### src/sv/bta_pkg.sv
// bta_pkg: microcode program, control word and field widths of the bakery ticket arbiter
`timescale 1ns / 1ps
`default_nettype none

package bta_pkg;

    // fixed widths of the transaction fields
    localparam int REQ_W    = 4;
    localparam int TICKET_W = 8;
    localparam int GID_W    = 4;

    // microprogram step addresses
    typedef enum logic [1:0] {
        ST_WAIT  = 2'd0,
        ST_SCAN  = 2'd1,
        ST_DRAIN = 2'd2,
        ST_FINAL = 2'd3
    } t_step;

    // jump conditions; when the condition holds the sequencer goes to jmp, else to step + 1
    typedef enum logic [1:0] {
        COND_NEVER    = 2'd0,
        COND_NO_ITEM  = 2'd1,
        COND_MORE     = 2'd2,
        COND_OUT_BUSY = 2'd3
    } t_cond;

    typedef struct packed {
        logic  in_rdy;  // offer o_ready, latch item and clear accumulators on accept
        logic  rd_en;   // read table entry at scan index, advance index
        logic  acc_en;  // fold the entry read last cycle into max and min
        logic  fin_en;  // write back the requester entry and load the result
        t_cond cond;
        t_step jmp;
    } t_uword;

    function automatic t_uword uc_rom(input t_step step);
        t_uword w;
        w = '0;
        unique case (step)
            ST_WAIT: begin
                w.in_rdy = 1'b1;
                w.cond   = COND_NO_ITEM;
                w.jmp    = ST_WAIT;
            end
            ST_SCAN: begin
                w.rd_en  = 1'b1;
                w.acc_en = 1'b1;
                w.cond   = COND_MORE;
                w.jmp    = ST_SCAN;
            end
            ST_DRAIN: begin
                w.acc_en = 1'b1;
                w.cond   = COND_NEVER;
                w.jmp    = ST_WAIT;
            end
            ST_FINAL: begin
                // step + 1 wraps back to the wait step
                w.fin_en = 1'b1;
                w.cond   = COND_OUT_BUSY;
                w.jmp    = ST_FINAL;
            end
        endcase
        return w;
    endfunction

endpackage

`default_nettype wire

### src/sv/bta_table.sv
// bta_table: ticket memory with per-entry valid bits and a registered read port
`timescale 1ns / 1ps
`default_nettype none

module bta_table #(
    parameter int NUM_REQUESTERS = 16,
    parameter int TICKET_BITS    = 8,
    parameter int ID_W           = 4
) (
    input  wire logic                   i_clk,
    input  wire logic                   i_rst_n,
    input  wire logic                   i_rd_en,
    input  wire logic [ID_W-1:0]        i_rd_addr,
    output logic      [TICKET_BITS-1:0] o_rd_data,
    input  wire logic                   i_wr_en,
    input  wire logic [ID_W-1:0]        i_wr_addr,
    input  wire logic [TICKET_BITS-1:0] i_wr_data
);

    logic [TICKET_BITS-1:0]    r_mem [NUM_REQUESTERS];
    logic [NUM_REQUESTERS-1:0] r_valid;
    logic [TICKET_BITS-1:0]    r_rdata;
    logic                      r_rvld;

    always_ff @(posedge i_clk) begin
        if (i_wr_en) begin
            r_mem[i_wr_addr] <= i_wr_data;
        end
    end

    always_ff @(posedge i_clk) begin
        if (i_rd_en) begin
            r_rdata <= r_mem[i_rd_addr];
        end
    end

    // an entry never written since reset reads as no ticket
    always_ff @(posedge i_clk) begin
        if (!i_rst_n) begin
            r_valid <= '0;
            r_rvld  <= 1'b0;
        end else begin
            if (i_wr_en) begin
                r_valid[i_wr_addr] <= 1'b1;
            end
            if (i_rd_en) begin
                r_rvld <= r_valid[i_rd_addr];
            end
        end
    end

    assign o_rd_data = r_rvld ? r_rdata : '0;

endmodule

`default_nettype wire

### src/sv/bakery_ticket_arbiter_core.sv
// bakery_ticket_arbiter_core: bakery-style ticket arbiter run by a small microprogram
//
// input channel (i_valid / o_ready) carries one command per transaction: i_cmd 0 takes a
// ticket for i_requester, 1 releases it. each command gives exactly one result transaction
// on the output channel (o_valid / i_ready): the ticket the requester now holds, an
// overflow flag for a refused take, and the current lock holder (lowest nonzero ticket,
// lower index on a tie).
// after the accepting edge the sequencer scans the table entry by entry (the single table
// read port sets this), then drains the read pipeline, then writes back and loads the result
// register, and only then returns to the wait step for the next command.
// the scan finds the largest ticket and the lowest ticket of all other requesters in one
// pass; the requester's own new ticket is merged at the end.
// o_ready is high only in the wait step, so a new command is taken as soon as the previous
// one has loaded its result, even while that result still waits in the output register.
// a stalled receiver holds the sequencer in its final step until the register frees up.
// reset clears all tickets (per-entry valid bits), the sequencer and the output valid.
`timescale 1ns / 1ps
`default_nettype none

module bakery_ticket_arbiter_core #(
    parameter int NUM_REQUESTERS = 16,
    parameter int TICKET_BITS    = 8
) (
    input  wire logic                          i_clk,
    input  wire logic                          i_rst_n,
    input  wire logic                          i_valid,
    output logic                               o_ready,
    input  wire logic                          i_cmd,
    input  wire logic [bta_pkg::REQ_W-1:0]     i_requester,
    output logic                               o_valid,
    input  wire logic                          i_ready,
    output logic      [bta_pkg::TICKET_W-1:0]  o_issued_ticket,
    output logic                               o_status,
    output logic                               o_grant_valid,
    output logic      [bta_pkg::GID_W-1:0]     o_grant_id,
    output logic      [bta_pkg::TICKET_W-1:0]  o_grant_ticket
);

    localparam int ID_W = $clog2(NUM_REQUESTERS);
    localparam int TB   = TICKET_BITS;
    localparam int RW   = bta_pkg::REQ_W;
    localparam logic [ID_W-1:0] LAST_IDX = ID_W'(NUM_REQUESTERS - 1);

    // sequencer
    bta_pkg::t_step  r_step, n_step;
    bta_pkg::t_uword uw;
    logic            in_acc;
    logic            out_busy;
    logic            cond_true;
    logic            fin_fire;
    logic            acc_fire;

    // item and scan datapath
    logic            r_cmd;
    logic [ID_W-1:0] r_who;
    logic            r_inrange;
    logic [ID_W-1:0] r_idx;
    logic [ID_W-1:0] r_pidx;
    logic            r_pend;
    logic [TB-1:0]   r_top;
    logic [TB-1:0]   r_old;
    logic            r_gv;
    logic [ID_W-1:0] r_gid;
    logic [TB-1:0]   r_gt;
    logic [TB-1:0]   entry;
    logic [ID_W+RW-1:0] who_ext;

    // final merge
    logic            ovf;
    logic [TB-1:0]   v_who;
    logic            who_wins;
    logic            f_gv;
    logic [ID_W-1:0] f_gid;
    logic [TB-1:0]   f_gt;
    logic [TB+bta_pkg::TICKET_W-1:0]  issued_ext;
    logic [TB+bta_pkg::TICKET_W-1:0]  gt_ext;
    logic [ID_W+bta_pkg::GID_W-1:0]   gid_ext;

    // output register
    logic                         r_out_valid;
    logic [bta_pkg::TICKET_W-1:0] r_issued;
    logic                         r_status;
    logic                         r_ogv;
    logic [bta_pkg::GID_W-1:0]    r_ogid;
    logic [bta_pkg::TICKET_W-1:0] r_ogt;

    assign uw       = bta_pkg::uc_rom(r_step);
    assign o_ready  = uw.in_rdy;
    assign in_acc   = uw.in_rdy & i_valid;
    assign out_busy = r_out_valid & ~i_ready;
    assign fin_fire = uw.fin_en & ~out_busy;
    assign acc_fire = uw.acc_en & r_pend;

    always_comb begin
        unique case (uw.cond)
            bta_pkg::COND_NEVER:    cond_true = 1'b0;
            bta_pkg::COND_NO_ITEM:  cond_true = ~i_valid;
            bta_pkg::COND_MORE:     cond_true = (r_idx != LAST_IDX);
            bta_pkg::COND_OUT_BUSY: cond_true = out_busy;
        endcase
        n_step = cond_true ? uw.jmp : bta_pkg::t_step'(r_step + 2'd1);
    end

    always_ff @(posedge i_clk) begin
        if (!i_rst_n) begin
            r_step <= bta_pkg::ST_WAIT;
            r_pend <= 1'b0;
        end else begin
            r_step <= n_step;
            r_pend <= uw.rd_en;
        end
    end

    bta_table #(
        .NUM_REQUESTERS (NUM_REQUESTERS),
        .TICKET_BITS    (TICKET_BITS),
        .ID_W           (ID_W)
    ) u_table (
        .i_clk     (i_clk),
        .i_rst_n   (i_rst_n),
        .i_rd_en   (uw.rd_en),
        .i_rd_addr (r_idx),
        .o_rd_data (entry),
        .i_wr_en   (fin_fire & r_inrange),
        .i_wr_addr (r_who),
        .i_wr_data (v_who)
    );

    assign who_ext = {{ID_W{1'b0}}, i_requester};

    always_ff @(posedge i_clk) begin
        if (in_acc) begin
            r_cmd     <= i_cmd;
            r_who     <= who_ext[ID_W-1:0];
            r_inrange <= who_ext < (ID_W+RW)'(NUM_REQUESTERS);
            r_idx     <= '0;
            r_top     <= '0;
            r_old     <= '0;
            r_gv      <= 1'b0;
            r_gid     <= '0;
            r_gt      <= '0;
        end else begin
            if (uw.rd_en) begin
                r_idx <= r_idx + 1'b1;
            end
            r_pidx <= r_idx;
            if (acc_fire) begin
                if (entry > r_top) begin
                    r_top <= entry;
                end
                // the requester's own entry is kept aside, the rest compete for the grant
                if (r_inrange && r_pidx == r_who) begin
                    r_old <= entry;
                end else if (entry != '0 && (!r_gv || entry < r_gt)) begin
                    r_gv  <= 1'b1;
                    r_gid <= r_pidx;
                    r_gt  <= entry;
                end
            end
        end
    end

    // new ticket of the requester and the merge with the best of the others
    always_comb begin
        ovf = r_inrange & ~r_cmd & (&r_top);
        priority if (!r_inrange || r_cmd) begin
            v_who = '0;
        end else if (ovf) begin
            v_who = r_old;
        end else begin
            v_who = r_top + 1'b1;
        end
        who_wins = r_inrange && v_who != '0 &&
                   (!r_gv || v_who < r_gt || (v_who == r_gt && r_who < r_gid));
        f_gv  = who_wins | r_gv;
        f_gid = who_wins ? r_who : r_gid;
        f_gt  = who_wins ? v_who : r_gt;
        issued_ext = {{bta_pkg::TICKET_W{1'b0}}, v_who};
        gt_ext     = {{bta_pkg::TICKET_W{1'b0}}, f_gt};
        gid_ext    = {{bta_pkg::GID_W{1'b0}}, f_gid};
    end

    always_ff @(posedge i_clk) begin
        if (!i_rst_n) begin
            r_out_valid <= 1'b0;
        end else begin
            if (fin_fire) begin
                r_out_valid <= 1'b1;
            end else if (r_out_valid && i_ready) begin
                r_out_valid <= 1'b0;
            end
        end
    end

    always_ff @(posedge i_clk) begin
        if (fin_fire) begin
            r_issued <= issued_ext[bta_pkg::TICKET_W-1:0];
            r_status <= ovf;
            r_ogv    <= f_gv;
            r_ogid   <= gid_ext[bta_pkg::GID_W-1:0];
            r_ogt    <= gt_ext[bta_pkg::TICKET_W-1:0];
        end
    end

    assign o_valid         = r_out_valid;
    assign o_issued_ticket = r_issued;
    assign o_status        = r_status;
    assign o_grant_valid   = r_ogv;
    assign o_grant_id      = r_ogid;
    assign o_grant_ticket  = r_ogt;

endmodule

`default_nettype wire

### config.mk
export PLATFORM = sky130hd
export DESIGN_NAME = bakery_ticket_arbiter_core
export DESIGN_NICKNAME = d
export VERILOG_FILES = /design/src/sv/bta_pkg.sv /design/src/sv/bta_table.sv /design/src/sv/bakery_ticket_arbiter_core.sv
export SDC_FILE = /design/constraint.sdc
export NUM_CORES = 1
export LEC_CHECK = 0
export ABC_CLOCK_PERIOD_IN_PS = 4700
export BUFFER_PORTS_ARGS = -buffer_cell sky130_fd_sc_hd__buf_2
export CAP_MARGIN = 0
export CORE_ASPECT_RATIO = 1.5
export CORE_MARGIN = 2
export CORE_UTILIZATION = 60
export CTS_CLUSTER_SIZE = 24
export DETAILED_ROUTE_END_ITERATION = 6
export GPL_TIMING_DRIVEN = 0
export PLACE_DENSITY = 0.84
export SYNTH_ARGS = -nofsm -noshare
export SYNTH_HDL_FRONTEND = slang
export SYNTH_SLANG_ARGS = --single-unit
export TNS_END_PERCENT = 50
### constraint.sdc
create_clock -name i_clk -period 4.7 [get_ports i_clk]
set_input_delay 0 -clock i_clk [delete_from_list [all_inputs] [get_ports i_clk]]
set_output_delay 0 -clock i_clk [all_outputs]
set_load 0.01 [all_outputs]
==> metrics.yaml <==
drt:
  firstDrtPassIters: 5
  drtAntennaViolNets: 0
  via_per_inst: 6.41
  num_vias: 5737
  drc: 0
  wl_um: 22800
  drt_iter0_markers: 448
  wl_per_cell_um: 25.5
worst_setup_path:
  crit_type: "register to register"
  cp_data_arrival_time_ns: 4.59
  crit_family: "compound AO/OA/AOI/OAI gates"
  ff2ff_setup_slack_ns: 0.35
  r2r_end: "o_grant_id[1]"
  worst-path-buf-inv: 1
  r2r_start: "r_top[0]"
  critical_path_peak_fanout: 19
  r2r_cells: 13
  critPathRequiredTime_ns: 4.94
  crit_path_cell_trace: "ha_1, and4_4, nand2_4, mux2i_1, nor2_4, ha_1, nor2b_1, o211ai_1, a21oi_1, o311ai_4, a21boi_2, buf_6, mux2_4"
  start_kind: "register"
  cp_slowest_stage_delay_ns: 0.54
  cp-end-kind: "register"
  crit_top_cell: "ha_1"
  cpMaxStageDelayCell: "dfxtp_2"
logic_synthesis:
  synth_top_cell_area_share_pct: 53.5
  synth.distinct_cells: 53
  synth.area.top_cells: "edfxtp_1 (54%), dfxtp_1 (12%), mux4_2 (11%)"
  synthesis.nets: 651
  synth_edf_count: 167
  yosysSeqAreaShare_pct: 65.0
  synth.avg_cell_area_um2: 15.4
  synth_area_leader_cell: "edfxtp_1"
  synth_flop_cell: "edfxtp_1"
  syn_area_um2: 9370
  synth_seq_cells: 221
  synth_cells: 608
  yosysWarnings: 0
  async_reset_ff_share_pct: 0
timing:
  hold_viol_final: 0
  fin_crit_ns: 4.35
  setup_viol: 0
  fin_skew_ns: 0.0159
  max_slew.worst_pin.slew_ns: 1.25
  fin_crit_sh_pct: 92.6
  clock.fmax_mhz: 230
  final_max_slew_viol_count: 0
  relSlewSlack_pct: 16.0
  rsz0062_at_grt: "false"
clocking:
  cts_made_buffers: 21
  clk_pin_slew_worst_paths_ns: 0.06
  clock_latency_ns: 0.50
  cts_tree: "built"
  cts_num_sinks: 221
  cts_max_level: 1
  cts_setup_buffers: 0
  clockRootBuffer: "clkbuf_16"
  clockBufferDepth: 3
power_and_ir_drop:
  ir_drop_mv: 0.259
  p_total_mw: 4.75
  power.density_nw_per_um2: 442
  cellLeakagePower_nw: 3.41
hold_path:
  min_path_type: "input pin to register"
  min_from: "i_valid"
  min_path_cells: 4
  holdPathEnd: "r_gt[4]"
die:
  die_h_um: 157
  core_um2: 15500
  fp.dieW_um: 106
  start_util_pct: 60.5
  rows: 56
  io_pins: 33
  die_area_um2: 16700
status:
  outcome: "finished, final reports clean"
cells_and_area:
  nFillCells: 966
  drive_gt1_share_pct: 22.3
  multi_input_area_um2: 3160
  ff_latch_area_um2: 6100
  utilization_pct: 69.4
  num_antenna_cells: 0
  area_growth_pct: 14.7
  nets: 720
job:
  maxCapViolations: 0
global_routing:
  grt_pass1_vias: 5973
  grt_start_max_net_pins: 24
  overflow: 0
  globalRouteTotalUtil_pct: 27.4
  grt_antenna_before_repair: 0
  grt_pass1_wl_um: 33600
placement:
  numPortBuffers: 32
  finalWeightedCongestion: 0.904
  dpl.hpwl_um: 15000
==> how the worst max path moves through the flow <==
| stage | startpoint | to | cells after the start |
|---|---|---|---|
| after floorplan | r_top[0] | o_grant_id[1] | 13 |
| after global placement | r_top[0] | o_grant_id[1] | 11 |
| after detailed placement | r_top[0] | o_grant_id[1] | 13 |
| after CTS | r_top[0] | o_grant_id[1] | 10 |
| after global routing | r_top[0] | o_grant_id[1] | 13 |
| final | r_top[0] | o_grant_id[1] | 13 |
==> layer usage <==
metal	vias up	share of wire (%)	track usage (%)
li1	2471	-	-
met1	2879	33	29.8
met2	279	52	49.3
met3	108	5.2	3.15
met4	0	9.6	19.9
met5	-	0	0
==> flip-flops by register name, summed over array words and instances, names as in the netlist, 2 cells and up <==
signal,count
r_old,8
r_who,4
r_gid,4
u_table.r_mem,128
u_table.r_rdata,8
r_idx,4
r_gt,8
r_step,2
o_grant_ticket,8
o_grant_id,4
r_pidx,4
u_table.r_valid,16
o_issued_ticket,8
r_top,8
==> through the flow <==
step | setup TNS (ns) | worst slack (ns) | std cells | hold slack, ns | instance area (µm²)
floorplan | 0 | 0.746 | 608 | 0.0989 | 9370
global placement | -9.30 | -0.955 | 843 | 0.179 | 9790
detailed placement | -1.72 | -0.332 | 848 | 0.181 | 9900
CTS | 0 | 0.0172 | 893 | 0.0923 | 10700
global route | 0 | 0.178 | 895 | 0.138 | 10700
finish | 0 | 0.350 | 895 | 0.101 | 10700
==> where the power goes <==
part | internal, mW | switching, mW
registers | 2.21 | 0.0770
logic | 0.270 | 0.428
clock network | 1.05 | 0.714
total | 3.53 | 1.22
==> layout by cell type (no fill, tap or decap), drive strengths merged, types with 5 or more instances in the layout <==
| cell | netlist | layout |
|---|---|---|
| inv | 24 | 25 |
| ha | 34 | 34 |
| xnor2 | 6 | 6 |
| o21ai | 15 | 15 |
| nand3 | 13 | 13 |
| dlygate4sd3 | 0 | 7 |
| nor2b | 6 | 6 |
| a21o | 10 | 10 |
| nor2 | 33 | 33 |
| a21oi | 14 | 14 |
| nor4 | 5 | 5 |
| mux4 | 45 | 45 |
| mux2i | 28 | 28 |
| buf | 13 | 50 |
| nand4 | 5 | 5 |
| nand2 | 50 | 50 |
| and2 | 8 | 8 |
| clkbuf | 11 | 34 |
| edfxtp | 167 | 167 |
| dfxtp | 54 | 54 |
| clkinv | 1 | 10 |
| o21a | 19 | 19 |
| nor3 | 8 | 8 |
==> cells in the mapped netlist (6+ instances only) <==
cell type and n:
nand2_1 49, a21oi_1 14, buf_2 8, dfxtp_1 54, mux2i_1 28, o21ai_0 15
o21a_1 19, nor3_1 8, mux4_2 45, clkbuf_1 11, nor2b_1 6, xnor2_1 6
inv_1 24, ha_1 34, nor2_1 33, edfxtp_1 167, nand3_1 13, and2_1 8
a21o_1 10
==> worst register-to-register path, delay by kind of cell (launching register included) <==
family                     cells  cell delay, ns
buffers and inverters          1            0.19
muxes                          2            0.52
AOI/OAI and AO/OA              4            1.12
and+or+nand+nor                4            1.02
DFF                            1            0.54
adders and majority gates      2            0.72
==> cell type report <==
cell class | instances | area share (%)
multi-input cells | 339 | 29.4
flip-flops and latches | 221 | 56.7
clock inverters | 16 | 1.83
repair buffers | 45 | 2.84
plain buffers | 24 | 1.04
well taps | 203 | 2.36
clock buffers | 22 | 4.92
inverters | 25 | 0.873
==> cells by family (layout without fill, tap and decap cells) <==
logic type               Yosys count  after routing  synth area share [%]
AND/OR/NAND/NOR                  144            144                  7.44
buffers and inverters             49            132                  2.19
AO/OA/AOI/OAI                     75             76                  5.69
adder cells (fa/ha/maj)           34             34                  4.54
multiplexers                      77             77                  14.4
XOR/XNOR                           8              8                 0.748
flip-flops                       221            221                  65.0
==> timing repair <==
| item | CTS | global route |
|---|---|---|
| gates cloned | 0 | 1 |
| endpoints found under the hold margin | 7 | 0 |
| resized for setup | 2 | 3 |
| pin swaps | 0 | 1 |
| hold buffers | 7 | 0 |
| endpoints found under the setup margin | 12 | 2 |
No activity file was read; power rests on OpenSTA's default activity.
